### src/hdl/bilinear_rgba_resampler_assert.svh
// Assertion macros for the bilinear RGBA resampler.
// Needs a clock, and for BRR_ASSERT a reset, named at each use; no other dependencies.
`ifndef BILINEAR_RGBA_RESAMPLER_ASSERT_SVH
`define BILINEAR_RGBA_RESAMPLER_ASSERT_SVH
`ifndef SYNTHESIS
`define BRR_ASSERT(label, clk, rst, prop, msg) \
   label: assert property (@(posedge clk) disable iff (rst) (prop)) else $error(msg);
`define BRR_ASSERT_RST(label, clk, prop, msg) \
   label: assert property (@(posedge clk) (prop)) else $error(msg);
`else
`define BRR_ASSERT(label, clk, rst, prop, msg)
`define BRR_ASSERT_RST(label, clk, prop, msg)
`endif
`endif

### src/hdl/brr_pkg.sv
// Shared types and constants of the bilinear RGBA resampler.
// No dependencies.
`default_nettype none
package brr_pkg;
   localparam int SrcPixelsDefault = 65536;
   localparam int FracBitsDefault  = 16;
   localparam int CsrDataWidth     = 27;
   localparam int CsrIndexWidth    = 3;

   typedef enum logic [CsrIndexWidth-1:0] {
      CSR_SRC_WIDTH  = 3'd0,
      CSR_SRC_HEIGHT = 3'd1,
      CSR_STEP_X     = 3'd2,
      CSR_STEP_Y     = 3'd3,
      CSR_ALPHA_EN   = 3'd4
   } csr_index_type;

   localparam logic OP_WRITE  = 1'b0;
   localparam logic OP_SAMPLE = 1'b1;

   typedef struct packed {
      logic        operation;
      logic [15:0] pixel_index;
      logic [7:0]  red_in;
      logic [7:0]  green_in;
      logic [7:0]  blue_in;
      logic [7:0]  alpha_in;
      logic [11:0] out_x;
      logic [11:0] out_y;
   } req_word_type;

   typedef struct packed {
      logic [7:0] red_out;
      logic [7:0] green_out;
      logic [7:0] blue_out;
      logic [7:0] alpha_out;
   } rsp_word_type;

   typedef struct packed {
      logic [10:0] src_width;
      logic [10:0] src_height;
      logic [26:0] step_x;
      logic [26:0] step_y;
      logic        alpha_enabled;
   } cfg_type;
endpackage
`default_nettype wire

### src/hdl/brr_blend.sv
// Weight and accumulate unit: one neighbour pixel per call, four calls per sample.
// Depends on brr_pkg.
`default_nettype none
module brr_blend #(
   parameter int FRAC_BITS = brr_pkg::FracBitsDefault
) (
   input  wire logic               clock,
   input  wire logic               reset,
   input  wire logic               px_valid_i,
   input  wire logic [1:0]         px_k_i,
   input  wire logic [31:0]        px_i,
   input  wire logic [FRAC_BITS:0] t_i,
   input  wire logic [FRAC_BITS:0] fy_i,
   output logic                    done_o,
   output brr_pkg::rsp_word_type   sum_o
);
   import brr_pkg::*;
   localparam int WW = 2 * FRAC_BITS + 1;

   logic [FRAC_BITS:0] a, b, one;
   logic [WW-1:0]      wt_ff, wt_in;
   logic               v_ff, last_ff, first_ff;
   logic [31:0]        p_ff;
   logic [3:0][7:0]    acc_ff, acc_in;
   logic [WW+7:0]      prod;
   logic               done_ff;

   assign one = (FRAC_BITS + 1)'(1) << FRAC_BITS;

   always_comb begin
      a = px_k_i[0] ? t_i : one - t_i;
      b = px_k_i[1] ? fy_i : one - fy_i;
      wt_in = WW'(a) * WW'(b);
      for (int c = 0; c < 4; c++) begin
         prod = (WW+8)'(wt_ff) * (WW+8)'(p_ff[8*c +: 8]);
         acc_in[c] = (first_ff ? 8'd0 : acc_ff[c]) + prod[2*FRAC_BITS +: 8];
      end
   end

   always_ff @(posedge clock) begin
      wt_ff    <= wt_in;
      p_ff     <= px_i;
      first_ff <= (px_k_i == 2'd0);
      last_ff  <= (px_k_i == 2'd3);
      if (v_ff) acc_ff <= acc_in;
      if (reset) begin
         v_ff    <= 1'b0;
         done_ff <= 1'b0;
      end else begin
         v_ff    <= px_valid_i;
         done_ff <= v_ff && last_ff;
      end
   end

   assign done_o = done_ff;
   assign sum_o  = {acc_ff[0], acc_ff[1], acc_ff[2], acc_ff[3]};
endmodule
`default_nettype wire
### config.mk
export PLATFORM = sky130hd
export DESIGN_NAME = brr_blend
export DESIGN_NICKNAME = d
export VERILOG_FILES = /design/src/hdl/bilinear_rgba_resampler_assert.svh /design/src/hdl/brr_pkg.sv /design/src/hdl/brr_blend.sv
export SDC_FILE = /design/constraint.sdc
export NUM_CORES = 2
export LEC_CHECK = 0
export BUFFER_PORTS_ARGS = -buffer_cell sky130_fd_sc_hd__buf_2
export CORE_ASPECT_RATIO = 1.2
export CORE_UTILIZATION = 65
export DETAILED_ROUTE_END_ITERATION = 7
export PLACE_DENSITY_LB_ADDON = 0.05
export RECOVER_POWER = 100
export SETUP_SLACK_MARGIN = 0.2
export SYNTH_ARGS = -nofsm -noshare
export SYNTH_HDL_FRONTEND = slang
export SYNTH_SLANG_ARGS = --single-unit
### constraint.sdc
create_clock -name clock -period 11 [get_ports clock]
set_input_delay 1.1 -clock clock [delete_from_list [all_inputs] [get_ports clock]]
set_output_delay 1.1 -clock clock [all_outputs]
set_load 0.02 [all_outputs]
==> summary by stage <==
Synth
The synthesized net count is 6,117. The average instance area after synthesis is 8.87 sq um. The register bit total from synthesis is 101.

The fraction of registers with async set or reset after synthesis is 0%. The most used flip-flop cell after synthesis is sky130_fd_sc_hd__dfxtp_1. By area the synthesized netlist is led by sky130_fd_sc_hd__fa_1 46%, sky130_fd_sc_hd__ha_1 11%, sky130_fd_sc_hd__inv_1 8.7%. The count of synthesis-stage warnings from yosys is 0. The cell count after synthesis came out at 4,725. Sequential cells were found to cover 5.59% of the synthesized design area.

The cell taking the most area after synthesis is sky130_fd_sc_hd__fa_1. The cell area after synthesis is 41,900 sq um. The distinct cell type count after synthesis is 73. The proportion of netlist area held by the largest area contributor is 46.0%.

In this run, synthesis inferred 32 flip-flops with an integrated enable.

Cells and area
After the last flow step, the layout net total stands at 6,086. Counting the fill cells in the layout gives 5,314. The library cells used most frequently in the layout, excluding fill and tap cells, are 968 x sky130_fd_sc_hd__inv_1, 963 x sky130_fd_sc_hd__fa_1, 801 x sky130_fd_sc_hd__nand2_1. From synthesis to final layout, the design area changed by 3.78%. The count of antenna diodes in the layout is 0. The share of final-layout standard cells stronger than drive strength 1 is 4.17%. The most common cell after layout, fill and taps aside is sky130_fd_sc_hd__inv_1.

Die
From left edge to right edge, the die measures 234 um. The initialized floorplan defines 101 standard-cell rows. The I/O pin total is 104. The initial utilization of the core area, before any placement, comes to 66.0%. The die boundary height is 280 um. The die area is 65,500 sq um. The area of the core is 63,400 sq um.

Clock network
The clock-pin slew on the worst setup and hold paths is 0.11 ns. In this run the number of H-tree levels came out at 3. The CTS tree is done. The longest clock path from root to sink contains 2 buffers. The clock root buffer is sky130_fd_sc_hd__clkbuf_16. Gates resized during post-CTS repair numbered 0. For the worst-skew pair, the clock arrives at the later sink with an insertion delay of 0.42 ns. The total clock sinks is 101. The number of buffers inserted to repair setup after CTS is 0. Hold repair after CTS inserted 0 buffers. The CTS buffer count is 9.

Timing
Headroom to the max-slew limit came out at -24.2%. The number of failing setup endpoints in the final timing report is 0. Setup repair after global routing left no endpoint under its margin. After routing, the total negative slack on setup checks comes to 0 ns. The hold violation total from the final report is 0. The number of slew-limit violations in the final report is 68. The transition at the pin with the smallest max-transition slack is 1.86 ns.

Subtracting the final worst setup slack from the clock period gives 9.45 ns. The ratio of final minimum period to clock period is 85.9%. The worst-case clock skew is 0.0308 ns.

Static timing analysis puts the maximum clock frequency at 0.106 GHz.

Global route
After global routing the overflow that remains totals 0. The number of antenna violations at the first check in global routing was 1. The largest net degree at the start of global routing is 34. The first global-routing pass estimated 172,000 um of wire. The via count of the first global-routing pass is 34,400. In the global route stage, overall resource usage came out at 33.5%.

Status
The run finished, with violations left. The final reports fail on design-rule violations, max-capacitance violations, max-slew violations.

Worst setup path
By instance count, the cell type seen most on the critical path is sky130_fd_sc_hd__fa_1. The largest fanout on the critical path is 12. The critical-path cell with the highest stage delay is sky130_fd_sc_hd__xor2_1. The kind of critical path is primary input to flip-flop.

The sort of element at the end of the critical path is a flip-flop. STA puts the critical path data required time at 11.35 ns. The largest single stage delay on the critical path is 0.93 ns.

The kind of start point of the critical path is a primary input. The data arrival time of the critical path is 9.80 ns.

Detailed routing
The vias per cell is 5.66. The number of remaining DRC errors is 2. The wire length reported by the detailed router is 102,000 um. The per-cell routed wire length is 18.4 um. The number of DRC markers after the initial detailed-route iteration is 2,009. For this block, the via count after detailed routing is 31,200. Once detail routing completed, the nets flagged for antenna violations numbered 0. The number of optimization iterations in the first detailed-route pass is 8.

Place
The HPWL after detailed placement is 78,200 um. The port buffer count is 103. The final weighted congestion in routability-driven placement is 0.956.

Job
The tool flagged a number of max-cap violations equal to 2.

Hold path
The type of the most critical hold path is flip-flop to flip-flop.
## logic make-up (layout without fill, tap and decap cells)
kind of cell | Yosys count | in the layout | synth area share (%)
muxes | 4 | 4 | 0.102
buffers and inverters | 1194 | 1168 | 10.7
DFF | 101 | 101 | 5.59
adders and majority gates | 1321 | 1321 | 56.7
xor gates and xnor gates | 153 | 153 | 3.22
AOI/OAI and AO/OA | 332 | 332 | 5.24
and+or+nand+nor | 1620 | 1620 | 18.4
## sequential cells by signal, indices dropped and copies added (netlist names)
| name | count |
|---|---|
| last_ff | 1 |
| wt_ff | 33 |
| sum_o | 32 |
| done_o | 1 |
| v_ff | 1 |
| p_ff | 32 |
| first_ff | 1 |
## metal layers
| layer | share of wire [%] | track usage (%) |
|---|---|---|
| met1 | 40 | 43.1 |
| met2 | 50 | 58.2 |
| met3 | 6.2 | 4.46 |
| met4 | 3.1 | 11.1 |
| met5 | 0 | 0 |
## stage by stage
stage | cell area [sq um] | util, % | hold slack [ns] | std cells | worst slack [ns]
after floorplan | 41900 | - | 0.395 | 4725 | 2.72
after global placement | 43200 | 68.1 | 0.426 | 5507 | 1.94
after detailed placement | 43200 | 68.1 | 0.434 | 5507 | 1.77
after CTS | 43600 | 68.7 | 0.449 | 5523 | 2.19
after global routing | 43500 | 68.5 | 0.471 | 5523 | 1.10
final | 43500 | 68.5 | 0.445 | 5523 | 1.55
## critical path: cells and delay by family
kind,cells,cell delay (ns)
simple gates,7,1.27
fa+ha+maj,8,3.71
xor+xnor,2,1.06
buf+inv,5,0.83
compound gates,7,1.79
## cell usage after synthesis (33+ instances only)
cell type	number
sky130_fd_sc_hd__a21o_1	53
sky130_fd_sc_hd__o21ai_0	58
sky130_fd_sc_hd__xnor2_1	107
sky130_fd_sc_hd__fa_1	963
sky130_fd_sc_hd__nor2b_1	33
sky130_fd_sc_hd__nor2_1	185
sky130_fd_sc_hd__inv_1	968
sky130_fd_sc_hd__clkbuf_1	226
sky130_fd_sc_hd__ha_1	358
sky130_fd_sc_hd__a21oi_1	96
sky130_fd_sc_hd__xor2_1	45
sky130_fd_sc_hd__and2_1	493
sky130_fd_sc_hd__dfxtp_1	69
sky130_fd_sc_hd__nand2_1	801
## worst paths after layout
| check | cells after the start | startpoint | endpoint | slack, ns |
|---|---|---|---|---|
| worst max-delay path | 29 | t_i[0] | wt_ff[32] | 1.55 |
| worst min-delay path | 2 | last_ff | done_o | 0.44 |
| worst max register to register | 24 | p_ff[3] | sum_o[31] | 2.76 |
| worst min register to register | 2 | last_ff | done_o | 0.44 |
## cell type report
class	count	area, sq um	share of cell area [%]
Clock buffer	11	243	0.558
Clock inverter	5	106	0.245
Inverter	968	3630	8.36
Multi-Input combinational cell	3430	35000	80.6
Sequential cell	101	2350	5.41
Tap cell	824	1030	2.37
Timing Repair Buffer	184	1070	2.46
Power is not shown: default switching activity piles up to over one toggle a cycle in this logic, so the estimate is an artifact.
