**config.mk**
```make
export PLATFORM = sky130hd
export DESIGN_NAME = brr_addr_gen
export DESIGN_NICKNAME = d
export VERILOG_FILES = /design/src/hdl/bilinear_rgba_resampler_assert.svh /design/src/hdl/brr_pkg.sv /design/src/hdl/brr_addr_gen.sv
export SDC_FILE = /design/constraint.sdc
export NUM_CORES = 2
export LEC_CHECK = 0
export BUFFER_PORTS_ARGS = -buffer_cell sky130_fd_sc_hd__buf_2
export CORE_MARGIN = 5
export CORE_UTILIZATION = 55
export CTS_CLUSTER_DIAMETER = 200
export DETAILED_ROUTE_END_ITERATION = 16
export PLACE_DENSITY = 0.75
export SLEW_MARGIN = 40
export SYNTH_ARGS = -nofsm -noshare
export SYNTH_HDL_FRONTEND = slang
export SYNTH_SLANG_ARGS = --single-unit
export TNS_END_PERCENT = 20
```
**constraint.sdc**
```tcl
create_clock -name clock -period 14.2 [get_ports clock]
set_clock_uncertainty 0.05 [all_clocks]
set_input_delay 0.71 -clock clock [delete_from_list [all_inputs] [get_ports clock]]
set_output_delay 0.71 -clock clock [all_outputs]
set_load 0.02 [all_outputs]
```
**src/hdl/bilinear_rgba_resampler_assert.svh**
```systemverilog
// Assertion macros for the bilinear RGBA resampler.
// Needs a clock, and for BRR_ASSERT a reset, named at each use; no other dependencies.
`ifndef BILINEAR_RGBA_RESAMPLER_ASSERT_SVH
`define BILINEAR_RGBA_RESAMPLER_ASSERT_SVH
`ifndef SYNTHESIS
`define BRR_ASSERT(label, clk, rst, prop, msg) \
   label: assert property (@(posedge clk) disable iff (rst) (prop)) else $error(msg);
`define BRR_ASSERT_RST(label, clk, prop, msg) \
   label: assert property (@(posedge clk) (prop)) else $error(msg);
`else
`define BRR_ASSERT(label, clk, rst, prop, msg)
`define BRR_ASSERT_RST(label, clk, prop, msg)
`endif
`endif

```
**src/hdl/brr_pkg.sv**
```systemverilog
// Shared types and constants of the bilinear RGBA resampler.
// No dependencies.
`default_nettype none
package brr_pkg;
   localparam int SrcPixelsDefault = 65536;
   localparam int FracBitsDefault  = 16;
   localparam int CsrDataWidth     = 27;
   localparam int CsrIndexWidth    = 3;

   typedef enum logic [CsrIndexWidth-1:0] {
      CSR_SRC_WIDTH  = 3'd0,
      CSR_SRC_HEIGHT = 3'd1,
      CSR_STEP_X     = 3'd2,
      CSR_STEP_Y     = 3'd3,
      CSR_ALPHA_EN   = 3'd4
   } csr_index_type;

   localparam logic OP_WRITE  = 1'b0;
   localparam logic OP_SAMPLE = 1'b1;

   typedef struct packed {
      logic        operation;
      logic [15:0] pixel_index;
      logic [7:0]  red_in;
      logic [7:0]  green_in;
      logic [7:0]  blue_in;
      logic [7:0]  alpha_in;
      logic [11:0] out_x;
      logic [11:0] out_y;
   } req_word_type;

   typedef struct packed {
      logic [7:0] red_out;
      logic [7:0] green_out;
      logic [7:0] blue_out;
      logic [7:0] alpha_out;
   } rsp_word_type;

   typedef struct packed {
      logic [10:0] src_width;
      logic [10:0] src_height;
      logic [26:0] step_x;
      logic [26:0] step_y;
      logic        alpha_enabled;
   } cfg_type;
endpackage
`default_nettype wire

```
**src/hdl/brr_addr_gen.sv**
```systemverilog
// Sample address front end: position, clamp, neighbours, weights.
// Depends on brr_pkg. Two register stages; stalls with hold_i.
`default_nettype none
module brr_addr_gen #(
   parameter int SRC_PIXELS = brr_pkg::SrcPixelsDefault,
   parameter int FRAC_BITS  = brr_pkg::FracBitsDefault,
   parameter int AW         = $clog2(SRC_PIXELS)
) (
   input  wire logic             clock,
   input  wire logic             reset,
   input  wire logic             start_i,
   input  wire logic             hold_i,
   input  wire logic [11:0]      out_x_i,
   input  wire logic [11:0]      out_y_i,
   input  wire brr_pkg::cfg_type cfg_i,
   output logic                  valid_o,
   output logic [3:0][AW-1:0]    addr_o,
   output logic [FRAC_BITS:0]    t_o,
   output logic [FRAC_BITS:0]    fy_o
);
   import brr_pkg::*;
   localparam int PW = 39;
   localparam int IW = PW - FRAC_BITS;

   logic          s1_ff, s1_in, s2_ff, s2_in;
   logic [PW-1:0] px_ff, px_in, py_ff, py_in;
   logic [10:0]   w, h;
   logic [PW-1:0] limx, limy, cx, cy;
   logic [IW-1:0] x0, x1, y0, y1;
   logic [3:0][AW-1:0] addr_ff, addr_in;
   logic [FRAC_BITS:0] t_ff, t_in, fy_ff, fy_in;
   logic [21:0]   r0, r1;

   assign w = (cfg_i.src_width  == 11'd0) ? 11'd1 : cfg_i.src_width;
   assign h = (cfg_i.src_height == 11'd0) ? 11'd1 : cfg_i.src_height;

   always_comb begin
      px_in = hold_i ? px_ff : PW'({27'd0, out_x_i} * {12'd0, cfg_i.step_x});
      py_in = hold_i ? py_ff : PW'({27'd0, out_y_i} * {12'd0, cfg_i.step_y});
      s1_in = hold_i ? s1_ff : start_i;
      s2_in = hold_i ? s2_ff : s1_ff;
      limx = (PW'(w) << FRAC_BITS) - (PW'(1) << (FRAC_BITS - 1));
      limy = (PW'(h) << FRAC_BITS) - (PW'(1) << (FRAC_BITS - 1));
      cx = (px_ff >= limx) ? limx : px_ff;
      cy = (py_ff >= limy) ? limy : py_ff;
      x0 = cx[PW-1:FRAC_BITS];
      y0 = cy[PW-1:FRAC_BITS];
      x1 = ((x0 + IW'(1)) >= IW'(w)) ? '0 : x0 + IW'(1);
      y1 = ((y0 + IW'(1)) >= IW'(h)) ? IW'(h) - IW'(1) : y0 + IW'(1);
      // clamped rows and columns stay below 2048, so 11 bits carry them
      r0 = 22'(y0[10:0]) * 22'(w);
      r1 = 22'(y1[10:0]) * 22'(w);
      addr_in[0] = AW'(r0 + 22'(x0[10:0]));
      addr_in[1] = AW'(r0 + 22'(x1[10:0]));
      addr_in[2] = AW'(r1 + 22'(x0[10:0]));
      addr_in[3] = AW'(r1 + 22'(x1[10:0]));
      t_in  = {1'b0, cx[FRAC_BITS-1:0]};
      fy_in = {1'b0, cy[FRAC_BITS-1:0]};
      if (hold_i) begin
         addr_in = addr_ff;
         t_in    = t_ff;
         fy_in   = fy_ff;
      end
   end

   always_ff @(posedge clock) begin
      px_ff   <= px_in;
      py_ff   <= py_in;
      addr_ff <= addr_in;
      t_ff    <= t_in;
      fy_ff   <= fy_in;
      if (reset) begin
         s1_ff <= 1'b0;
         s2_ff <= 1'b0;
      end else begin
         s1_ff <= s1_in;
         s2_ff <= s2_in;
      end
   end

   assign valid_o = s2_ff;
   assign addr_o  = addr_ff;
   assign t_o     = t_ff;
   assign fy_o    = fy_ff;
endmodule
`default_nettype wire

```
==> flow_summary.json <==
{
  "netlist_top_cells_count": "707 x inv_1, 638 x fa_1, 624 x nand2_1",
  "viasPerCell": 5.492,
  "die-area_mm2": 0.07110,
  "num_io_pins": 204,
  "ant_nets": 0,
  "drt_pass1_iterations": 6,
  "hold_viol": 0,
  "crit_type": "input port to flip-flop",
  "worstPathMaxFanout": 33,
  "syn_to_final_growth_pct": 6.192,
  "cp_data_arrival_time_ns": 13.22,
  "die_y_um": 266.7,
  "slew_viol_final": 0,
  "dpl.hpwl_um": 66740,
  "drive_gt1_share_pct": 7.035,
  "min_from": "reset",
  "worst_pin_slew_ns": 0.7717,
  "die_w_um": 266.7,
  "async_flop_share_pct": 0,
  "crit_slowest_cell": "a21oi_2",
  "clock_latency_ns": 0.50,
  "r2r-start": "py_ff[34]",
  "synth_edf_count": 174,
  "place_area_mm2": 0.03788,
  "clockBufferDepth": 2,
  "fmax_mhz": 76.64,
  "grt_max_degree": 96,
  "final_area_mm2": 0.03847,
  "crit_required_ns": 14.38,
  "drt_wl_total_um": 85840,
  "avgSynthCellArea_um2": 9.195,
  "cts_setup_buffers": 0,
  "cap_violations": 0,
  "core_area_mm2": 0.06551,
  "syn_area_mm2": 0.03623,
  "multi_input_area_mm2": 0.02776,
  "pre_cts_slack_ns": 0.4266,
  "overflow": 0,
  "postCtsHoldBufs": 0,
  "max_stage_delay_ns": 0.56,
  "max_slew_margin_pct": 47.88,
  "drt-wirelength-per-cell_um": 17.51,
  "synth.most_common_cell": "inv_1",
  "grt_pass1_vias": 28290,
  "vias": 26920,
  "tns_ns": 0,
  "area.sequential_mm2": 0.005265,
  "final_nets": 5109,
  "insertedDiodeCount": 0,
  "htreeDepth": 4,
  "cts_tree": "done",
  "critPathLaunchType": "input port",
  "worstSetupStartpoint": "cfg_i[59]",
  "cp_common_cell": "a21oi_1",
  "seq_area_frac_synth_pct": 14.53,
  "status": "finished clean",
  "route.detailed.drc": 0,
  "period_needed_ns": 13.05,
  "hold_class": "input port to flip-flop",
  "synth_top_cell_area_share_pct": 35.25,
  "clk_pin_slew_ns": 0.09,
  "synth_area_leader_cell": "fa_1",
  "setup_violations": 0,
  "grt_use_total_pct": 24.73,
  "cts_buffers": 17,
  "ys_warn_count": 0,
  "nFillCells": 5597,
  "grt_pass1_wl_um": 142600,
  "antenna_found_initial": 4,
  "num_rows": 94,
  "gp_congestion": 0.8948,
  "ys_ff_latch": 176,
  "finalCritPeriodShare_pct": 91.88,
  "end_kind": "flip-flop",
  "initial_core_util_pct": 55.30,
  "drt_iter0_drc": 1944,
  "clock-sinks": 176,
  "port-buffer-count": 200,
  "fin_ws_ns": 1.153,
  "ys.flop_type": "edfxtp_1",
  "post-route-util_pct": 58.73,
  "rsz0062_at_grt": "no",
  "synth_area_leaders": "fa_1 35%, edfxtp_1 14%, ha_1 12%, inv_1 7.3%, nand2_1 6.5%",
  "synthCells": 3940,
  "ys_types": 73,
  "root_buffer": "clkbuf_16"
}
==> sequential cells by signal, summed over array words and instances (netlist names) <==
signal,count
t_o,16
addr_o,64
py_ff,39
px_ff,39
valid_o,1
s1_ff,1
fy_o,16
==> cell usage in the layout (no fill, tap or decap), drive strengths merged, types with 28 or more instances in the layout <==
master | Yosys | final
inv | 708 | 715
fa | 638 | 638
nand2 | 624 | 624
ha | 342 | 342
and2 | 306 | 306
buf | 7 | 217
edfxtp | 174 | 174
xnor2 | 158 | 158
nor2 | 143 | 143
a21oi | 129 | 130
o21ai | 70 | 70
a21o | 55 | 55
xor2 | 38 | 38
o21bai | 37 | 37
nand3 | 35 | 35
nor3 | 35 | 35
nor2b | 32 | 32
and3 | 28 | 28
==> stage by stage <==
step                      std cells  hold WS (ns)
after global placement         4868        0.4241
final                          4901        0.3195
after CTS                      4900        0.2802
after floorplan                3964        0.4101
after global routing           4901        0.3080
after detailed placement       4868        0.4455
==> layer usage <==
metal	global-route usage (%)	up-vias	share of wire, %
li1	-	12360	-
met1	34.04	13320	42
met2	40.00	1059	47
met3	4.471	176	8.0
met4	8.389	2	2.8
met5	0	-	0.015
==> repair_timing <==
action                                  CTS  global route
hold endpoints to repair                  0             0
endpoints found under the setup margin    0             3
gates resized for setup                   0             2
==> worst paths after layout <==
check,to,slack [ns],cells after the start
min reg2reg,valid_o,0.46,2
min,valid_o,0.32,2
max reg2reg,addr_o[47],2.37,45
max,addr_o[47],1.15,54
==> critical path, delay by kind of cell <==
kind,cells,cell delay [ns]
simple gates,13,2.00
compound gates,17,3.92
fa+ha+maj,10,3.93
buf+inv,8,1.12
xor+xnor,6,1.55
==> cell type report <==
type                       instances  share of cell area [%]
timing repair buffer             217                   2.943
clock buffer                      18                   1.115
sequential                       176                   13.69
tap                              864                   2.810
inverter                         708                   6.927
multi-input combinational       2904                   72.14
clock inverter                    14                  0.3772
==> kinds of logic after synthesis <==
kind of cell,after synthesis,share of synthesized area (%)
and+or+nand+nor,1294,16.98
other,2,0.02073
buffers and inverters,885,9.214
adders and majority gates,980,47.06
muxes,22,0.6320
xor gates and xnor gates,197,4.800
AOI/OAI and AO/OA,384,6.759
DFF,176,14.53
Power is left out: the tool's default activity adds up to more than one toggle a clock period on the data nets, which glitch-free logic cannot reach.
